### src/rtl/sliding_window_distinct_max_macros.svh
// ----------------------------------------------------------------------------
// Sliding window distinct count - assertion macros
// Concurrent check wrappers; empty when SYNTHESIS is defined.
// ----------------------------------------------------------------------------
`ifndef SLIDING_WINDOW_DISTINCT_MAX_MACROS_SVH
`define SLIDING_WINDOW_DISTINCT_MAX_MACROS_SVH

`ifndef SYNTHESIS
// Check a property at every clock edge outside reset.
`define SWDM_ASSERT(lbl, ck, rn, prop, msg) \
  lbl: assert property (@(posedge ck) disable iff (!rn) prop) else $error(msg);
// Check that cons holds at the clock after the one where ante holds.
`define SWDM_ASSERT_NEXT(lbl, ck, rn, ante, cons, msg) \
  lbl: assert property (@(posedge ck) disable iff (!rn) (ante) |=> (cons)) else $error(msg);
`else
`define SWDM_ASSERT(lbl, ck, rn, prop, msg)
`define SWDM_ASSERT_NEXT(lbl, ck, rn, ante, cons, msg)
`endif

`endif

### src/rtl/swdm_pkg.sv
// ----------------------------------------------------------------------------
// Sliding window distinct count - package
// Field widths, beat types and register codes shared by the block.
// ----------------------------------------------------------------------------
package swdm_pkg;

  localparam int KEY_BITS  = 10;
  localparam int KEY_SPACE = 1 << KEY_BITS;
  localparam int WLEN_W    = 9;   // window_len register field
  localparam int DIST_W    = 9;   // window_distinct / best_distinct fields
  localparam int CFG_AW    = 3;   // byte address, one word per register

  // Register index, taken from the word address bit
  localparam logic REG_WINDOW_LEN = 1'b0;

  typedef struct packed {
    logic [KEY_BITS-1:0] key_value;
    logic                seq_last;
  } swdm_in_t;

  typedef struct packed {
    logic [DIST_W-1:0] window_distinct;
    logic              window_full;
    logic [DIST_W-1:0] best_distinct;
    logic              seq_done;
  } swdm_out_t;

endpackage

### src/rtl/swdm_cell.sv
// ----------------------------------------------------------------------------
// Sliding window distinct count - window cell
// Holds one key; on a shift takes the new key (tail cell) or its neighbor's.
// ----------------------------------------------------------------------------
module swdm_cell import swdm_pkg::*; (
  input  logic                clk,
  input  logic                shift_en,
  input  logic                load,
  input  logic [KEY_BITS-1:0] key_new,
  input  logic [KEY_BITS-1:0] key_right,
  output logic [KEY_BITS-1:0] key_q
);

  logic [KEY_BITS-1:0] key_r;
  logic [KEY_BITS-1:0] key_nxt;

  always_comb begin
    key_nxt = key_r;
    if (shift_en) begin
      key_nxt = load ? key_new : key_right;
    end
  end

  always_ff @(posedge clk) begin
    key_r <= key_nxt;
  end

  assign key_q = key_r;

endmodule

### config.mk
export PLATFORM = sky130hd
export DESIGN_NAME = swdm_cell
export DESIGN_NICKNAME = d
export VERILOG_FILES = /design/src/rtl/sliding_window_distinct_max_macros.svh /design/src/rtl/swdm_pkg.sv /design/src/rtl/swdm_cell.sv
export SDC_FILE = /design/constraint.sdc
export NUM_CORES = 1
export LEC_CHECK = 0
export ABC_AREA = 1
export BUFFER_PORTS_ARGS = -buffer_cell sky130_fd_sc_hd__buf_2
export CAP_MARGIN = 20
export CORE_AREA = 5 5 42 44
export CTS_CLUSTER_SIZE = 30
export DETAILED_ROUTE_END_ITERATION = 12
export DIE_AREA = 0 0 47 49
export HOLD_SLACK_MARGIN = 0.08
export PLACE_DENSITY = 0.76
export REMOVE_ABC_BUFFERS = 1
export SYNTH_ARGS = -nofsm -noshare
export SYNTH_HDL_FRONTEND = slang
export SYNTH_SLANG_ARGS = --single-unit
### constraint.sdc
create_clock -name clk -period 0.8 [get_ports clk]
set_input_delay 0.16 -clock clk [delete_from_list [all_inputs] [get_ports clk]]
set_output_delay 0.16 -clock clk [all_outputs]
set_load 0.01 [all_outputs]
Word-level counts from Yosys, hierarchy flattened
Cells that the tools add are included.
{"block": "totals", "out_inout_bits": 10, "reg_bits": 10}
{"block": "classes", "mux": 1}
{"cell": "two-way mux 10 bit", "count": 1}

Longest topological paths before layout
{"block": "depth", "ltp_word": 1, "mapped_depth": 3, "depth_no_buf": 3}

Worst setup path before layout
No wires, ideal clock.
{"block": "synth_timing", "kind": "in2reg", "start": "in load", "end": "reg key_r[6] (netlist: key_q[6]), data pin", "n_path_buf": 1, "setup_slack_ps": 183, "cell_stages": 3, "arrival_time_ps": 365, "required_ps": 548, "setup_ps": 252, "path_cell_list": "buf_6 > nand2_1 > nand2_1"}
{"block": "synth_via", "elab_chain_len": 1}
{"element": "start, declared", "line": "swdm_cell.sv:8", "rtl": "input logic load,"}
{"element": "two-way mux 10 bit", "line": "swdm_cell.sv:20", "rtl": "key_nxt = load ? key_new : key_right;"}
{"element": "end signal, assigned", "line": "swdm_cell.sv:25", "rtl": "key_r <= key_nxt;"}
{"element": "end, declared", "line": "swdm_cell.sv:14", "rtl": "logic [KEY_BITS-1:0] key_r;"}
No other way between the ends.
A chain may end at the register's enable or synchronous reset.

Final worst setup path
{"block": "layout_timing", "start": "reg key_r[5] (netlist: key_q[5])", "end": "out key_q[5]"}
{"element": "end, declared", "line": "swdm_cell.sv:11", "rtl": "output logic [KEY_BITS-1:0] key_q"}
No word-level cell between the ends.

==> results.ini <==
[run_status]
outcome=finished with violations
violations=negative setup slack

[power]
design_power_total_mw=1.156
leakage_nw=0.3310
power_density_nw_per_um2=1854
ir_drop_mv=0.6211

[floorplanning]
ioPinCount=33
start_util=0.3054
core_um2=1401
dieWidth_um=47
rows=14
dieArea_um2=2303
die_h_um=49

[yosys]
synth-compound-area-share=0
synthXorXnorAreaFrac=0
netlist.area_leader.share=0.7018
synth_top_family_by_area=simple AND/OR/NAND/NOR gates
ys_seq_elements=10
ys.warnings.count=0
synth-edff-count=10
synth_ff_type=edfxtp_1
syn_area_um2=427.9
yosysSeqAreaShare=0.7018
synth.most_common_cell=nand2_1
muxShareOfSynthArea=0
synth_top_cell_by_area=edfxtp_1
async_reset_ff_frac=0
synth_cells=42
ys_top_cells_by_area=edfxtp_1, nand2_1, buf_6
avgSynthCellArea_um2=10.19
synth-adder-area-share=0
netlist-cell-type-count=4
synth_simple_gate_area_frac=0.2632
synthTopCellsByCount=nand2_1, edfxtp_1, buf_6, inv_2

[setup_path]
crit_buf_inv=1
endpoint_kind=output pin
crit_fanout=1
crit_family=flip-flops
cp-start-kind=flop
crit_required_ns=0.64
worstPathArrival_ns=0.77
crit_path_top_delay_cell=edfxtp_1
cp_cell_sequence=buf_2
slowest_delay_ns=0.36
critical_path_class=flop to output pin

[worst_hold_path]
holdCritPathClass=input pin to flop

[route]
route.detailed.drc=0
dr.pass1.iters=3
via_count=392
wl_per_cell_um=10.01
drtAntennaViolNets=0
vias_per_cell=4.215
drtIter0Drc=1
drt_wl_total_um=931

[grt]
antenna_found_initial=0
grt_usage=0.09149
grt_overflow=0
grt_pass1_wl_um=1524
grt_pass1_vias=397
grtUsageMet3=0.01476
globalRouteMet2Util=0.1199
use_met1=0.1221
top_usage_layer=met1
grt_max_degree=12

[clocking]
htree_levels=1
numClockSinks=10
ctsHoldBuffers=0
cts_root_buffer=clkbuf_4
cts_tree=done
cts.clk_slew.worst_paths_ns=0.06
cts_resized=0
cts_setup_buffers=0
cts.path.max_buffers=2
numCtsBuffers=3

[timing]
finalCritPeriodShare=1.161
fmax_mhz=1076
timing.final.crit_period_ns=0.9290
finalMaxSlewViolations=0
setup_ws_ns=-0.1290
rsz0062_at_grt=true
hold_viol=0
final-setup-viol-count=10
max-slew-margin-rel=0.8687
tightest_slew_ns=0.1970

[layout]
fin_area_um2=623.1
drive_above_1_share=0.4675
final_nets=101
area_growth_pct=45.61
largest_reg_flops=10
fillers=159
diodes=0
fin_util=0.4446

[placed_design]
numPortBuffers=32
dpl.hpwl_um=821.3
pre_cts_ws_ns=-0.06198
dpl_cell_area_um2=596.8
finalWeightedCongestion=0.7791

[run]
maxCapViolCount=0

-- worst paths after layout --
| check | start | to | slack (ns) | cells past startpoint |
|---|---|---|---|---|
| setup / recovery | key_q[5] | key_q[5] | -0.13 | 1 |
| hold / removal | key_right[3] | key_q[3] | 0.17 | 3 |
-- cells by family after synthesis --
logic type             after synthesis
and+or+nand+nor                     30
DFF                                 10
buffers and inverters                2
-- per-layer routing --
| layer | share of wire | up-vias |
|---|---|---|
| met5 | 0 | - |
| met4 | 0.019 | 0 |
| met3 | 0.12 | 2 |
| met2 | 0.46 | 21 |
| met1 | 0.40 | 165 |
| li1 | - | 204 |
-- stage by stage --
| stage | hold slack, ns | instances | TNS [ns] |
|---|---|---|---|
| after floorplan | 0.2725 | 41 | 0 |
| after global routing | 0.1851 | 93 | -1.560 |
| after global placement | 0.4328 | 89 | -0.1197 |
| after detailed placement | 0.4346 | 89 | -0.4527 |
| final | 0.1700 | 93 | -1.130 |
| after CTS | 0.1626 | 93 | -1.281 |
-- power by group --
part | internal (mW) | switching [mW] | total [mW] | leakage [nW]
sequential | 0.633 | 0.00917 | 0.643 | 0.0975
clock | 0.179 | 0.151 | 0.330 | 0.0154
combinational | 0.0854 | 0.0981 | 0.183 | 0.218
-- cell type report --
cell class	instances	area (µm²)	share of cell area
inverter	1	3.754	0.006024
sequential	10	300.3	0.4819
multi-input combinational	30	112.6	0.1807
timing repair buffer	32	160.2	0.2570
clock inverter	1	3.754	0.006024
tap	16	20.02	0.03213
clock buffer	3	22.52	0.03614
-- placed cells by master (no fill, tap or decap), drive strengths merged --
cell type,n
buf,32
clkbuf,3
clkinv,1
edfxtp,10
inv,1
nand2,30
Note: power is estimated with default switching activity, not from simulation.
