File: config.mk
export PLATFORM = sky130hd
export DESIGN_NAME = swdm_ram
export DESIGN_NICKNAME = d
export VERILOG_FILES = /design/src/rtl/sliding_window_distinct_max_macros.svh /design/src/rtl/swdm_ram.sv
export SDC_FILE = /design/constraint.sdc
export NUM_CORES = 1
export LEC_CHECK = 0
export BUFFER_PORTS_ARGS = -buffer_cell sky130_fd_sc_hd__clkbuf_2
export CAP_MARGIN = 20
export CORE_UTILIZATION = 60
export DETAILED_ROUTE_END_ITERATION = 6
export PLACE_DENSITY = 0.89
export SLEW_MARGIN = 20
export SYNTH_ARGS = -nofsm -noshare
export SYNTH_HDL_FRONTEND = slang
export SYNTH_SLANG_ARGS = --single-unit
File: constraint.sdc
create_clock -name clk -period 2.14 [get_ports clk]
set_input_delay 0.428 -clock clk [delete_from_list [all_inputs] [get_ports clk]]
set_output_delay 0.428 -clock clk [all_outputs]
set_load 0.01 [all_outputs]
File: src/rtl/sliding_window_distinct_max_macros.svh
// ----------------------------------------------------------------------------
// Sliding window distinct count - assertion macros
// Concurrent check wrappers; empty when SYNTHESIS is defined.
// ----------------------------------------------------------------------------
`ifndef SLIDING_WINDOW_DISTINCT_MAX_MACROS_SVH
`define SLIDING_WINDOW_DISTINCT_MAX_MACROS_SVH

`ifndef SYNTHESIS
// Check a property at every clock edge outside reset.
`define SWDM_ASSERT(lbl, ck, rn, prop, msg) \
  lbl: assert property (@(posedge ck) disable iff (!rn) prop) else $error(msg);
// Check that cons holds at the clock after the one where ante holds.
`define SWDM_ASSERT_NEXT(lbl, ck, rn, ante, cons, msg) \
  lbl: assert property (@(posedge ck) disable iff (!rn) (ante) |=> (cons)) else $error(msg);
`else
`define SWDM_ASSERT(lbl, ck, rn, prop, msg)
`define SWDM_ASSERT_NEXT(lbl, ck, rn, ante, cons, msg)
`endif

`endif

File: src/rtl/swdm_ram.sv
// ----------------------------------------------------------------------------
// Generic RAM
// One write port, one read port, registered read (read-first).
// ----------------------------------------------------------------------------
module swdm_ram #(
  parameter int WIDTH = 8,
  parameter int DEPTH = 16
) (
  input  logic                     clk,
  input  logic                     we,
  input  logic [$clog2(DEPTH)-1:0] waddr,
  input  logic [WIDTH-1:0]         wdata,
  input  logic [$clog2(DEPTH)-1:0] raddr,
  output logic [WIDTH-1:0]         rdata
);

  logic [WIDTH-1:0] mem [DEPTH];

  always_ff @(posedge clk) begin
    if (we) begin
      mem[waddr] <= wdata;
    end
    rdata <= mem[raddr];
  end

endmodule

Yosys cells after proc, flatten, opt, wreduce, memory -nomap -nowiden --
Memory sizes are Yosys's and may differ from the RTL's. A register that Yosys moved wholly into a read port is not among the register bits. Cells that the tools add are included.
Word-level totals: register bits after elaboration 0, latch bits 0, bits in writable memories 128, bits in read-only memories 0, input port bits 18, output and inout port bits 8, logic and storage cells 3, memories 1
Memory list:
- mem | words 16, width 8, read ports 1, clocked after Yosys merged registers in 1, wr ports 1, RTL line swdm_ram.sv:17 | logic [WIDTH-1:0] mem [DEPTH];
Operators by class: add/subtract/negate cells 0, multiply operators 0, divide/modulo/power cells 0, magnitude comparators 0, equality and inequality tests 0, shift operators 0, mux-type cells 2, bitwise operators 0, reduce and logical (&&, ||, !) cells 0
Operators with widths (number):
- 1-bit two-way mux | 2

Longest topological paths before layout --
depth in word-level cells 2, depth in mapped cells 5, gate-level depth less buffers 3

Least setup slack after synthesis --
Ideal clock, no wire load.
path kind input -> register, from input waddr[2], to memory mem[0][0] (enable), setup time 383 ps, arrival time 1538 ps, slack 219 ps, stages on the path 2, buffers on the path 0, cell sequence or3b_2 > nor3_1
RTL lines:
- start: declaration | RTL line swdm_ram.sv:11 | input logic [$clog2(DEPTH)-1:0] waddr,
- end: declaration | RTL line swdm_ram.sv:17
Straight into the memory's write port.

Worst setup path after layout --
from register rdata[6] (read register of mem), to output rdata[6]
RTL lines:
- start: declaration | RTL line swdm_ram.sv:14 | output logic [WIDTH-1:0] rdata
No word-level cell between the ends.

==> results.yml <==
status:
  status: "completed"
critical_path:
  critPathMaxStageDelay_ns: 0.35
  critPathMaxFanout: 1
  critPathBufInv: 1
  cp-end-kind: "output pin"
  endpoint: "rdata[6]"
  slowest_stage: "dfxtp_1"
  critPathLaunchType: "flop"
  path_cells: "clkbuf_2"
  crit_type: "flop to output pin"
  worstPathArrival_ns: 1.03
  worstPathRequired_ns: 1.71
  reg2reg_slack_ns: 0.70
  reg2regPathDepth: 3
  worst_r2r_startpoint: "mem[9][4]"
  r2r_end: "rdata[4]"
  cp.depth: 1
  path_delay_family: "flip-flops"
  setup.worst_path.start: "rdata[6]"
route:
  ant_nets: 0
  routed-wl-met3_um: 649
  dr_total_vias: 2559
  met1_length_um: 4190
  routed.top_layer: "met4"
  met2WireLength_um: 5340
  via_per_inst: 6.38
  drtIter0Drc: 197
  routed_wl_um: 10400
  drt_pass1_iterations: 4
  drcViolationCount: 0
  wire_per_inst_um: 26.0
sta:
  drv_slew: 0
  grt_setup_unrepaired: "false"
  fmax_ghz: 0.685
  fin_tns_setup_ns: 0
  slew_headroom_pct: 75.5
  worstMarginPinSlew_ns: 0.367
  period_share_pct: 68.2
  finalClockSkew_ns: 0.00619
  min_period_ns: 1.46
  hold_viol: 0
  setup_viol: 0
hold_path:
  hold_depth: 1
  hold_class: "primary input to flop"
grt:
  grt.total_usage_pct: 26.3
  overflow: 0
  grt_pass1_wl_um: 15400
  antenna_found_initial: 0
  grt_pass1_vias: 2566
  grt_max_degree: 33
floorplanning:
  die_area_um2: 8950
  std_cell_rows: 33
  pin_count: 26
  start_util_pct: 62.3
  die_height_um: 94.6
  core_um2: 8260
  die_w_um: 94.6
cts:
  ctsRootBufferMaster: "clkbuf_8"
  clkTransAtPathRegs_ns: 0.06
  cts_sinks: 136
  cts_tree: "built"
  htree_levels: 4
  ctsResizeCount: 0
  numCtsBuffers: 17
  cts.hold.buffers_added: 0
  cts_buffer_depth: 2
  postCtsSetupRepairBufs: 0
  worstSkewPairLatency_ns: 0.52
run:
  cap_violations: 0
synthesis:
  yosys_warnings: 0
  ys_ff_latch: 136
  seq_area_frac_synth_pct: 77.8
  avgSynthCellArea_um2: 22.5
  yosysUniqueCellTypes: 19
  synth_area_um2: 5150
  netlist_instances: 229
  syn_nets: 247
placed_design:
  port_buffers: 25
  dp_hpwl_um: 5970
  gp_congestion: 0.708
pwr:
  power_leakage_nw: 2.12
  p_per_area_nw_per_um2: 1030
  total_power_mw: 6.32
  irDropWorstVdd_mv: 0.662
finish:
  layout-drive-gt1-share_pct: 32.4
  syn2layout_area_growth_pct: 18.9
  n_antenna_cell: 0
  nets: 301
==> layout by cell type (no fill, tap or decap) <==
master      netlist  final
a22oi_1          16     16
and2_1            1      1
and2b_1           1      1
buf_12            0      2
buf_4             1     18
bufinv_16         0      4
clkbuf_16         0     16
clkbuf_2          0     25
clkbuf_8          0      4
clkinv_2          0      4
clkinv_4          0      2
clkinvlp_4        0      2
dfxtp_1           8      8
edfxtp_1        128    128
mux4_1           14     14
mux4_2           18     18
nand2_1           9      9
nand2b_1          2      2
nand3_1           1      1
nand3b_1          2      2
nor2_1           13     13
nor2b_1           1      1
nor3_1            4      4
or3b_2            1      1
==> Yosys cell counts (all sizes together) <==
cell type | count | area share, %
nand3b | 2 | 0.29
nor2 | 13 | 0.95
mux4 | 32 | 15
and2 | 1 | 0.12
nor3 | 4 | 0.39
buf | 7 | 1.1
or3b | 1 | 0.17
a22oi | 16 | 2.3
dfxtp | 8 | 3.1
nand3 | 1 | 0.097
nor2b | 1 | 0.12
edfxtp | 128 | 75
clkdlybuf4s25 | 3 | 0.58
nand2b | 2 | 0.24
and2b | 1 | 0.15
nand2 | 9 | 0.66
==> cells by family after synthesis <==
| family | synth area share, % |
|---|---|
| multiplexers | 15.0 |
| buffers and inverters | 1.68 |
| flip-flops | 77.8 |
| AND/OR/NAND/NOR | 3.18 |
| AO/OA/AOI/OAI | 2.33 |
==> metrics by stage <==
stage	setup WS (ns)	hold slack [ns]	utilization [%]	area, um2	cells
2_1_floorplan	0.219	0.527	-	5150	229
3_3_place_gp	0.279	0.651	66.5	5490	369
3_5_place_dp	0.218	0.661	66.5	5490	369
4_1_cts	0.648	0.313	74.1	6120	401
5_1_grt	0.640	0.322	74.1	6120	401
6_report	0.680	0.337	74.1	6120	401
==> power breakdown <==
| group | internal (mW) | leakage [nW] | total (mW) | switching (mW) |
|---|---|---|---|---|
| sequential | 2.98 | 1.22 | 3.00 | 0.0226 |
| combinational | 0.121 | 0.590 | 0.281 | 0.160 |
| clock | 1.98 | 0.307 | 3.04 | 1.06 |
| total | 5.08 | 2.12 | 6.32 | 1.24 |
==> flip-flops by register name (all words and copies together) (netlist names) <==
name   flops
rdata      8
mem      128
==> worst min path at each step <==
stage / startpoint / end / slack [ns]
after floorplan: wdata[0] / mem[0][0] / 0.53
after global placement: mem[14][1] / rdata[1] / 0.65
after detailed placement: mem[12][1] / rdata[1] / 0.66
after CTS: wdata[7] / mem[0][7] / 0.31
after global routing: wdata[7] / mem[0][7] / 0.32
final: wdata[7] / mem[0][7] / 0.34
==> metal layers <==
| metal | up-vias | global-route usage (%) |
|---|---|---|
| met5 | - | 0 |
| met4 | 0 | 12.9 |
| met3 | 21 | 7.97 |
| met2 | 113 | 40.4 |
| met1 | 1338 | 34.5 |
| li1 | 1087 | - |
==> final cells by class <==
cell class | count | area (um2)
multi-input combinational | 83 | 1060
clock buffer | 20 | 455
tap | 105 | 131
fill | 451 | 2140
sequential | 136 | 4000
clock inverter | 12 | 173
timing repair buffer | 45 | 300
No activity file was read; power rests on OpenSTA's default activity.
